<file path="config.mk">
export PLATFORM = sky130hd
export DESIGN_NAME = lru_page_buffer_controller_unit
export DESIGN_NICKNAME = d
export VERILOG_FILES = /design/src/lpbc_pkg.sv /design/src/lru_page_buffer_controller_unit.sv /design/src/lpbc_fifo.sv /design/src/lpbc_front.sv /design/src/lpbc_back.sv
export SDC_FILE = /design/constraint.sdc
export NUM_CORES = 2
export LEC_CHECK = 0
export ABC_AREA = 1
export BUFFER_PORTS_ARGS = -buffer_cell sky130_fd_sc_hd__buf_2
export CAP_MARGIN = 25
export CORE_MARGIN = 2
export CORE_UTILIZATION = 50
export DETAILED_ROUTE_END_ITERATION = 8
export PLACE_DENSITY = 0.64
export SLEW_MARGIN = 20
export SYNTH_ARGS = -nofsm -noshare
export SYNTH_HDL_FRONTEND = slang
export SYNTH_SLANG_ARGS = --single-unit
export TNS_END_PERCENT = 5
</file>
<file path="constraint.sdc">
create_clock -name clk -period 8.4 [get_ports clk]
set_clock_uncertainty 0.15 [all_clocks]
set_input_delay 1.26 -clock clk [delete_from_list [all_inputs] [get_ports clk]]
set_output_delay 1.26 -clock clk [all_outputs]
set_load 0.05 [all_outputs]
</file>
<file path="src/lpbc_pkg.sv">
`default_nettype none

package lpbc_pkg;

    typedef enum logic [1:0] {
        CMD_READ  = 2'd0,
        CMD_WRITE = 2'd1,
        CMD_PIN   = 2'd2,
        CMD_UNPIN = 2'd3
    } cmd_t;

    typedef enum logic [1:0] {
        ST_IDLE  = 2'd0,
        ST_SCAN  = 2'd1,
        ST_APPLY = 2'd2
    } state_t;

    typedef struct packed {
        logic [1:0]  command;
        logic [7:0]  table_id;
        logic [23:0] page_number;
    } req_t;

    typedef struct packed {
        logic        hit;
        logic [3:0]  slot;
        logic        placed;
        logic        fetch_needed;
        logic        writeback_valid;
        logic [7:0]  writeback_table;
        logic [23:0] writeback_page;
    } rsp_t;

    typedef struct packed {
        logic        is_access;
        logic        is_write;
        logic        pin_value;
        logic [7:0]  table_id;
        logic [23:0] page_number;
    } job_t;

    typedef struct packed {
        logic valid;
        logic pop;
    } job_ctl_t;

endpackage

`default_nettype wire

</file>
<file path="src/lru_page_buffer_controller_unit.sv">
// A hit, pin or unpin word goes from the request queue through the idle and apply states
// to the result queue; a read or write miss also runs a victim scan over one slot a cycle.
// The engine takes a new word only in idle and only while the result queue has room.
// Request and result queues of two words each decouple both sides from the engine.
// Reset (rst_n, async, active low) clears all slot marks and ages at once and empties the queues.
`default_nettype none

module lru_page_buffer_controller_unit #(
    parameter int SLOTS     = 16,
    parameter int AGE_WIDTH = 16
) (
    input  wire logic           clk,
    input  wire logic           rst_n,
    input  wire logic           push,
    output logic                full,
    input  wire lpbc_pkg::req_t request,
    output logic                empty,
    input  wire logic           pop,
    output lpbc_pkg::rsp_t      result
);

    localparam int RSP_W = $bits(lpbc_pkg::rsp_t);

    lpbc_pkg::job_ctl_t job_ctl;
    lpbc_pkg::job_t     job;
    logic               job_pop;
    logic               out_full;
    logic               out_push;
    lpbc_pkg::rsp_t     rsp;
    logic [RSP_W-1:0]   out_bits;

    lpbc_front u_front (
        .clk     (clk),
        .rst_n   (rst_n),
        .push    (push),
        .full    (full),
        .request (request),
        .job_pop (job_pop),
        .job_ctl (job_ctl),
        .job     (job)
    );

    lpbc_back #(
        .SLOTS     (SLOTS),
        .AGE_WIDTH (AGE_WIDTH)
    ) u_back (
        .clk      (clk),
        .rst_n    (rst_n),
        .job_ctl  (job_ctl),
        .job      (job),
        .job_pop  (job_pop),
        .out_full (out_full),
        .out_push (out_push),
        .rsp      (rsp)
    );

    lpbc_fifo #(
        .WIDTH (RSP_W),
        .DEPTH (2)
    ) u_result_queue (
        .clk     (clk),
        .rst_n   (rst_n),
        .wr_en   (out_push),
        .wr_data (rsp),
        .rd_en   (pop),
        .rd_data (out_bits),
        .full    (out_full),
        .empty   (empty)
    );

    assign result = out_bits;

endmodule

`default_nettype wire

</file>
<file path="src/lpbc_fifo.sv">
`default_nettype none

module lpbc_fifo #(
    parameter int WIDTH = 8,
    parameter int DEPTH = 2
) (
    input  wire logic             clk,
    input  wire logic             rst_n,
    input  wire logic             wr_en,
    input  wire logic [WIDTH-1:0] wr_data,
    input  wire logic             rd_en,
    output logic      [WIDTH-1:0] rd_data,
    output logic                  full,
    output logic                  empty
);

    localparam int PTR_W = (DEPTH > 1) ? $clog2(DEPTH) : 1;
    localparam int CNT_W = $clog2(DEPTH + 1);
    localparam logic [PTR_W-1:0] LAST_PTR = PTR_W'(DEPTH - 1);
    localparam logic [CNT_W-1:0] FULL_CNT = CNT_W'(DEPTH);

    logic [WIDTH-1:0] data_reg [DEPTH];
    logic [PTR_W-1:0] wr_ptr_reg;
    logic [PTR_W-1:0] wr_ptr_next;
    logic [PTR_W-1:0] rd_ptr_reg;
    logic [PTR_W-1:0] rd_ptr_next;
    logic [CNT_W-1:0] count_reg;
    logic [CNT_W-1:0] count_next;
    logic             do_wr;
    logic             do_rd;

    assign full    = (count_reg == FULL_CNT);
    assign empty   = (count_reg == '0);
    assign do_wr   = wr_en && !full;
    assign do_rd   = rd_en && !empty;
    assign rd_data = data_reg[rd_ptr_reg];

    always_comb
    begin
        wr_ptr_next = wr_ptr_reg;
        rd_ptr_next = rd_ptr_reg;
        count_next  = count_reg;
        if (do_wr)
        begin
            wr_ptr_next = (wr_ptr_reg == LAST_PTR) ? '0 : wr_ptr_reg + 1'b1;
        end
        if (do_rd)
        begin
            rd_ptr_next = (rd_ptr_reg == LAST_PTR) ? '0 : rd_ptr_reg + 1'b1;
        end
        if (do_wr && !do_rd)
        begin
            count_next = count_reg + 1'b1;
        end
        else if (do_rd && !do_wr)
        begin
            count_next = count_reg - 1'b1;
        end
    end

    always_ff @(posedge clk or negedge rst_n)
    begin
        if (!rst_n)
        begin
            wr_ptr_reg <= '0;
            rd_ptr_reg <= '0;
            count_reg  <= '0;
        end
        else
        begin
            wr_ptr_reg <= wr_ptr_next;
            rd_ptr_reg <= rd_ptr_next;
            count_reg  <= count_next;
        end
    end

    always_ff @(posedge clk)
    begin
        if (do_wr)
        begin
            data_reg[wr_ptr_reg] <= wr_data;
        end
    end

endmodule

`default_nettype wire

</file>
<file path="src/lpbc_front.sv">
`default_nettype none

module lpbc_front (
    input  wire logic             clk,
    input  wire logic             rst_n,
    input  wire logic             push,
    output logic                  full,
    input  wire lpbc_pkg::req_t   request,
    input  wire logic             job_pop,
    output lpbc_pkg::job_ctl_t    job_ctl,
    output lpbc_pkg::job_t        job
);

    localparam int JOB_W = $bits(lpbc_pkg::job_t);

    lpbc_pkg::job_t   in_job;
    logic [JOB_W-1:0] head_bits;
    logic             queue_empty;

    always_comb
    begin
        in_job.is_access   = (request.command == lpbc_pkg::CMD_READ)
                          || (request.command == lpbc_pkg::CMD_WRITE);
        in_job.is_write    = (request.command == lpbc_pkg::CMD_WRITE);
        in_job.pin_value   = (request.command == lpbc_pkg::CMD_PIN);
        in_job.table_id    = request.table_id;
        in_job.page_number = request.page_number;
    end

    lpbc_fifo #(
        .WIDTH (JOB_W),
        .DEPTH (2)
    ) u_job_queue (
        .clk     (clk),
        .rst_n   (rst_n),
        .wr_en   (push),
        .wr_data (in_job),
        .rd_en   (job_pop),
        .rd_data (head_bits),
        .full    (full),
        .empty   (queue_empty)
    );

    assign job           = head_bits;
    assign job_ctl.valid = !queue_empty;
    assign job_ctl.pop   = job_pop;

endmodule

`default_nettype wire

</file>
<file path="src/lpbc_back.sv">
`default_nettype none

module lpbc_back #(
    parameter int SLOTS     = 16,
    parameter int AGE_WIDTH = 16
) (
    input  wire logic               clk,
    input  wire logic               rst_n,
    input  wire lpbc_pkg::job_ctl_t job_ctl,
    input  wire lpbc_pkg::job_t     job,
    output logic                    job_pop,
    input  wire logic               out_full,
    output logic                    out_push,
    output lpbc_pkg::rsp_t          rsp
);

    localparam int IDX_W = (SLOTS > 1) ? $clog2(SLOTS) : 1;
    localparam logic [IDX_W-1:0]     LAST_IDX = IDX_W'(SLOTS - 1);
    localparam logic [AGE_WIDTH-1:0] AGE_MAX  = '1;

    logic                 valid_reg  [SLOTS];
    logic                 valid_next [SLOTS];
    logic                 dirty_reg  [SLOTS];
    logic                 dirty_next [SLOTS];
    logic                 pinned_reg [SLOTS];
    logic                 pinned_next[SLOTS];
    logic [AGE_WIDTH-1:0] age_reg    [SLOTS];
    logic [AGE_WIDTH-1:0] age_next   [SLOTS];
    logic [7:0]           table_reg  [SLOTS];
    logic [7:0]           table_next [SLOTS];
    logic [23:0]          page_reg   [SLOTS];
    logic [23:0]          page_next  [SLOTS];

    lpbc_pkg::state_t     state_reg;
    lpbc_pkg::state_t     state_next;
    lpbc_pkg::job_t       job_reg;
    lpbc_pkg::job_t       job_next;
    logic                 hit_reg;
    logic                 hit_next;
    logic [IDX_W-1:0]     hit_idx_reg;
    logic [IDX_W-1:0]     hit_idx_next;
    logic [IDX_W-1:0]     scan_idx_reg;
    logic [IDX_W-1:0]     scan_idx_next;
    logic                 found_reg;
    logic                 found_next;
    logic [IDX_W-1:0]     best_idx_reg;
    logic [IDX_W-1:0]     best_idx_next;
    logic [AGE_WIDTH-1:0] best_age_reg;
    logic [AGE_WIDTH-1:0] best_age_next;

    logic [SLOTS-1:0]     match;
    logic                 head_hit;
    logic [IDX_W-1:0]     head_idx;
    logic                 touch;
    logic [IDX_W-1:0]     used_idx;

    always_comb
    begin
        for (int i = 0; i < SLOTS; i++)
        begin
            match[i] = valid_reg[i] && (table_reg[i] == job.table_id)
                    && (page_reg[i] == job.page_number);
        end
        head_hit = |match;
        head_idx = '0;
        for (int i = SLOTS - 1; i >= 0; i--)
        begin
            if (match[i])
            begin
                head_idx = IDX_W'(i);
            end
        end
    end

    always_comb
    begin
        state_next    = state_reg;
        job_next      = job_reg;
        hit_next      = hit_reg;
        hit_idx_next  = hit_idx_reg;
        scan_idx_next = scan_idx_reg;
        found_next    = found_reg;
        best_idx_next = best_idx_reg;
        best_age_next = best_age_reg;
        for (int i = 0; i < SLOTS; i++)
        begin
            valid_next[i]  = valid_reg[i];
            dirty_next[i]  = dirty_reg[i];
            pinned_next[i] = pinned_reg[i];
            age_next[i]    = age_reg[i];
            table_next[i]  = table_reg[i];
            page_next[i]   = page_reg[i];
        end
        job_pop  = 1'b0;
        out_push = 1'b0;
        rsp      = '0;
        touch    = 1'b0;
        used_idx = '0;

        case (state_reg)
            lpbc_pkg::ST_IDLE:
            begin
                if (job_ctl.valid && !out_full)
                begin
                    job_pop       = 1'b1;
                    job_next      = job;
                    hit_next      = head_hit;
                    hit_idx_next  = head_idx;
                    scan_idx_next = '0;
                    found_next    = 1'b0;
                    best_idx_next = '0;
                    best_age_next = '0;
                    if (head_hit || !job.is_access)
                    begin
                        state_next = lpbc_pkg::ST_APPLY;
                    end
                    else
                    begin
                        state_next = lpbc_pkg::ST_SCAN;
                    end
                end
            end
            lpbc_pkg::ST_SCAN:
            begin
                if (!pinned_reg[scan_idx_reg]
                    && (!found_reg || (age_reg[scan_idx_reg] > best_age_reg)))
                begin
                    found_next    = 1'b1;
                    best_idx_next = scan_idx_reg;
                    best_age_next = age_reg[scan_idx_reg];
                end
                if (scan_idx_reg == LAST_IDX)
                begin
                    state_next = lpbc_pkg::ST_APPLY;
                end
                else
                begin
                    scan_idx_next = scan_idx_reg + 1'b1;
                end
            end
            lpbc_pkg::ST_APPLY:
            begin
                out_push   = 1'b1;
                state_next = lpbc_pkg::ST_IDLE;
                if (!job_reg.is_access)
                begin
                    if (hit_reg)
                    begin
                        rsp.hit = 1'b1;
                        rsp.slot = 4'(hit_idx_reg);
                        pinned_next[hit_idx_reg] = job_reg.pin_value;
                    end
                end
                else if (hit_reg)
                begin
                    rsp.hit    = 1'b1;
                    rsp.slot   = 4'(hit_idx_reg);
                    rsp.placed = 1'b1;
                    if (job_reg.is_write)
                    begin
                        dirty_next[hit_idx_reg] = 1'b1;
                    end
                    touch    = 1'b1;
                    used_idx = hit_idx_reg;
                end
                else
                begin
                    rsp.fetch_needed = !job_reg.is_write;
                    if (!found_reg)
                    begin
                        if (job_reg.is_write)
                        begin
                            rsp.writeback_valid = 1'b1;
                            rsp.writeback_table = job_reg.table_id;
                            rsp.writeback_page  = job_reg.page_number;
                        end
                    end
                    else
                    begin
                        if (valid_reg[best_idx_reg] && dirty_reg[best_idx_reg])
                        begin
                            rsp.writeback_valid = 1'b1;
                            rsp.writeback_table = table_reg[best_idx_reg];
                            rsp.writeback_page  = page_reg[best_idx_reg];
                        end
                        valid_next[best_idx_reg]  = 1'b1;
                        table_next[best_idx_reg]  = job_reg.table_id;
                        page_next[best_idx_reg]   = job_reg.page_number;
                        pinned_next[best_idx_reg] = 1'b0;
                        dirty_next[best_idx_reg]  = job_reg.is_write;
                        rsp.slot   = 4'(best_idx_reg);
                        rsp.placed = 1'b1;
                        touch      = 1'b1;
                        used_idx   = best_idx_reg;
                    end
                end
            end
            default:
            begin
                state_next = lpbc_pkg::ST_IDLE;
            end
        endcase

        if (touch)
        begin
            for (int i = 0; i < SLOTS; i++)
            begin
                if (age_reg[i] != AGE_MAX)
                begin
                    age_next[i] = age_reg[i] + 1'b1;
                end
            end
            age_next[used_idx] = '0;
        end
    end

    always_ff @(posedge clk or negedge rst_n)
    begin
        if (!rst_n)
        begin
            state_reg    <= lpbc_pkg::ST_IDLE;
            hit_reg      <= 1'b0;
            hit_idx_reg  <= '0;
            scan_idx_reg <= '0;
            found_reg    <= 1'b0;
            best_idx_reg <= '0;
            best_age_reg <= '0;
            for (int i = 0; i < SLOTS; i++)
            begin
                valid_reg[i]  <= 1'b0;
                dirty_reg[i]  <= 1'b0;
                pinned_reg[i] <= 1'b0;
                age_reg[i]    <= '0;
            end
        end
        else
        begin
            state_reg    <= state_next;
            hit_reg      <= hit_next;
            hit_idx_reg  <= hit_idx_next;
            scan_idx_reg <= scan_idx_next;
            found_reg    <= found_next;
            best_idx_reg <= best_idx_next;
            best_age_reg <= best_age_next;
            for (int i = 0; i < SLOTS; i++)
            begin
                valid_reg[i]  <= valid_next[i];
                dirty_reg[i]  <= dirty_next[i];
                pinned_reg[i] <= pinned_next[i];
                age_reg[i]    <= age_next[i];
            end
        end
    end

    always_ff @(posedge clk)
    begin
        job_reg <= job_next;
        for (int i = 0; i < SLOTS; i++)
        begin
            table_reg[i] <= table_next[i];
            page_reg[i]  <= page_next[i];
        end
    end

`ifndef SYNTHESIS
    a_apply_has_room: assert property (@(posedge clk) disable iff (!rst_n)
        (state_reg == lpbc_pkg::ST_IDLE && job_pop) |=> !out_full)
        else $error("result queue full when result is due");

    a_pop_only_idle: assert property (@(posedge clk) disable iff (!rst_n)
        job_pop |-> (state_reg == lpbc_pkg::ST_IDLE && job_ctl.valid))
        else $error("job taken outside idle");

    a_scan_is_access_miss: assert property (@(posedge clk) disable iff (!rst_n)
        (state_reg == lpbc_pkg::ST_SCAN) |-> (!hit_reg && job_reg.is_access))
        else $error("victim scan for a hit or pin request");

    a_best_unpinned: assert property (@(posedge clk) disable iff (!rst_n)
        (state_reg == lpbc_pkg::ST_SCAN && found_reg) |-> !pinned_reg[best_idx_reg])
        else $error("victim candidate is pinned");
`endif

endmodule

`default_nettype wire

</file>
==> results.sh <==
export IMPL_intPower_w=0.0112
export IMPL_place_worst_setup_slack_ns=2.88
export IMPL_cell_area_after_technology_mapping_um2=54100
export IMPL_worstSkewPairLatency_ns=0.75
export IMPL_numClockSinks=1041
export IMPL_cts_reportedPaths_clkPinSlew_ns=0.06
export IMPL_clockRootBuffer="clkbuf_16"
export IMPL_n_fill_cell=9591
export IMPL_cts_repair_resized=0
export IMPL_grt_remaining_overflow=0
export IMPL_cp_max_fo=70
export IMPL_design_core_area_um2=107000
export IMPL_p_sw_share_pct=43.0
export IMPL_criticalPathCategory="reg2reg"
export IMPL_largest_reg_flops=384
export IMPL_wirelength_mm=196
export IMPL_power_leakage_nw=23.2
export IMPL_r2r_slack_ns=2.77
export IMPL_grt_start_max_net_pins=146
export IMPL_multi_input_comb_area_um2=20400
export IMPL_setup_viol=0
export IMPL_p_clk_share_pct=25.8
export IMPL_met3_track_utilization_from_global_routing_pct=6.15
export IMPL_ir_worst_vdd_mv=0.256
export IMPL_hpwl_mm=139
export IMPL_die_area_um2=111000
export IMPL_cts_buffers_inserted=113
export IMPL_share_seq_of_total_power_pct=36.2
export IMPL_synth_largest_area_cell="edfxtp_1"
export IMPL_routed_via_count=46416
export IMPL_crit_required_ns=8.88
export IMPL_synth_main_ff_cell="edfxtp_1"
export IMPL_boundaryPins=80
export IMPL_timing_hold_worst_class="reg2reg"
export IMPL_syn_avg_cell_area_um2=9.12
export IMPL_postSynthRegisterBits=1041
export IMPL_slew_viol_final=0
export IMPL_cts_buffer_depth=3
export IMPL_drt_pass1_iter_count=7
export IMPL_cells_taking_the_most_area_after_synthesis="edfxtp_1, dfrtp_1, nand2_1"
export IMPL_drt_wirelength_per_cell_um=26.3
export IMPL_slew_headroom_pct=28.2
export IMPL_synth_most_common_cell="nand2_1"
export IMPL_arrival_time_at_the_worst_endpoint_ns=6.10
export IMPL_fin_nets=6035
export IMPL_area_growth_syn_to_layout_pct=10.7
export IMPL_timing_worst_slew_pin_value_ns=1.07
export IMPL_cts_max_level=3
export IMPL_detail_route_antenna_nets=0
export IMPL_synthesis_nets=5999
export IMPL_synth_enable_flop_cells=697
export IMPL_syn_inst=5926
export IMPL_grt_setup_unrepaired="no"
export IMPL_timing_max_cap_violations=0
export IMPL_final_hold_violation_count=0
export IMPL_cts_tree="yes"
export IMPL_final_critical_path_setup_slack_ns=2.77
export IMPL_initial_utilization_pct=50.4
export IMPL_globalRouteMet1Util_pct=44.4
export IMPL_drt_first_iter_violations=6227
export IMPL_holdBufCountCts=0
export IMPL_drc=0
export IMPL_min_period_ns=5.63
export IMPL_run_status="finished, final reports clean"
export IMPL_ff_latch_area_um2=29500
export IMPL_net_switching_w=0.00845
export IMPL_endpoint_kind="register"
export IMPL_die_w_um=333
export IMPL_grt_use_met2_pct=54.6
export IMPL_critical_path_startpoint_type="register"
export IMPL_seq_area_frac_synth_pct=54.6
export IMPL_timing_final_crit_share_pct=67.0
export IMPL_fp_row_count=120
export IMPL_grt_busiest_layer="met2"
export IMPL_antenna_found_initial=4
export IMPL_grt_pass1_vias=43187
export IMPL_netlist_area_leader_share_pct=38.7
export IMPL_grt_first_pass_wirelength_mm=286
export IMPL_p_comb_share_pct=38.1
export IMPL_yosysWarningCount=0
export IMPL_buffer_ports_inserted=79
export IMPL_post_cts_setup_buffers=0
export IMPL_detail_route_vias_per_cell=6.22
export IMPL_max_freq_ghz=0.178
export IMPL_synth_cell_types=61
export IMPL_pwr_dens_nw_per_um2=328
export IMPL_fp_dieH_um=333
export IMPL_synth_top_cells_by_count="nand2_1, inv_1, edfxtp_1"
export IMPL_setup_tns_final_ns=0
export IMPL_routabilityCongestion=1.01
export IMPL_drive_above_1_share_pct=7.58
export IMPL_async_reset_ff_share_pct=33.0
export IMPL_grt_util_all_layers_pct=34.7
## per-stage QoR
stage / total power (W) / cells / hold slack [ns] / utilization (%) / area (um2)
final: 0.0196 / 7461 / 0.340 / 55.8 / 59800
after detailed placement: 0.0144 / 7242 / 0.333 / 52.2 / 56000
after CTS: 0.0194 / 7452 / 0.342 / 55.7 / 59700
after floorplan: 0.0115 / 5926 / 0.289 / - / 54100
after global routing: 0.0203 / 7460 / 0.379 / 55.8 / 59800
after global placement: 0.0143 / 7234 / 0.316 / 52.0 / 55800
## layout by cell type, fill, tap and decap left out, drive strengths merged, types with 17 or more instances in the layout
master,synthesis,layout
nand2,1096,1096
a211oi,38,38
xnor2,59,59
or2,22,22
nor3,213,213
clkinv,5,54
a21oi,319,319
inv,812,815
buf,99,169
o21ai,406,406
dfrtp,344,344
nand3,224,224
clkbuf,149,142
ha,35,35
o221ai,134,134
edfxtp,697,697
a31oi,17,17
nor2,460,460
nand4,110,110
o31ai,22,22
a221oi,39,39
o22ai,264,264
a22oi,98,98
nor4,46,46
xor2,142,142
## critical path: stages, from the launching register on
cell	delay (ns)
dfrtp_4	0.74
clkinv_2	0.82
buf_4	0.58
a21oi_1	0.21
o21ai_0	0.11
nand3_1	0.09
nand3_1	0.12
nand2_1	0.13
ha_1	0.25
inv_1	0.06
o21bai_1	0.06
a221oi_1	0.26
o221ai_1	0.15
nand3_1	0.09
a32o_1	0.12
nand2_1	0.36
nand2_1	0.39
nand2_1	0.43
o21ai_0	0.34
## final timing paths
check                      depth (start not counted)                endpoint                    from
setup / recovery                                  18  u_back.best_age_reg[5]  u_back.scan_idx_reg[0]
hold reg to reg                                    1       u_back.age_reg[8]       u_back.age_reg[8]
hold / removal                                     1       u_back.age_reg[8]       u_back.age_reg[8]
setup reg to reg                                  18  u_back.best_age_reg[5]  u_back.scan_idx_reg[0]
min in group asynchronous                          1      u_back.age_reg[54]                   rst_n
max in group asynchronous                          2     u_back.age_reg[147]                   rst_n
## final cells by class
class | count | share of cell area (%)
sequential | 1041 | 49.4
multi-input combinational | 3820 | 34.1
inverter | 817 | 5.14
clock buffer | 142 | 4.99
tap | 1403 | 2.93
timing repair buffer | 169 | 2.24
clock inverter | 68 | 1.20
antenna | 1 | 0.00418
## logic make-up (layout without fill, tap and decap cells)
| group | after synthesis | count (layout) | share of synthesized area (%) |
|---|---|---|---|
| buffers and inverters | 1065 | 1196 | 7.96 |
| adder cells (fa/ha/maj) | 35 | 35 | 0.810 |
| flip-flops | 1041 | 1041 | 54.6 |
| other | 0 | 1 | 0 |
| AO/OA/AOI/OAI | 1381 | 1381 | 15.7 |
| XOR/XNOR | 201 | 201 | 3.26 |
| AND/OR/NAND/NOR | 2203 | 2203 | 17.7 |
## power groups by stage
stage / Clock, W / Combinational (W) / Sequential (W)
after floorplan: 0 / 0.00463 / 0.00686
after global placement: 0 / 0.00716 / 0.00718
after detailed placement: 0 / 0.00721 / 0.00719
after CTS: 0.00510 / 0.00724 / 0.00709
after global routing: 0.00529 / 0.00785 / 0.00714
final: 0.00506 / 0.00747 / 0.00711
## metal layers
metal  wire, um  share of wire, %
met5         27             0.014
met4      14800               7.5
met3      19100               9.7
met2      88600                45
met1      73700                38
(Power assumes the default switching activity.)
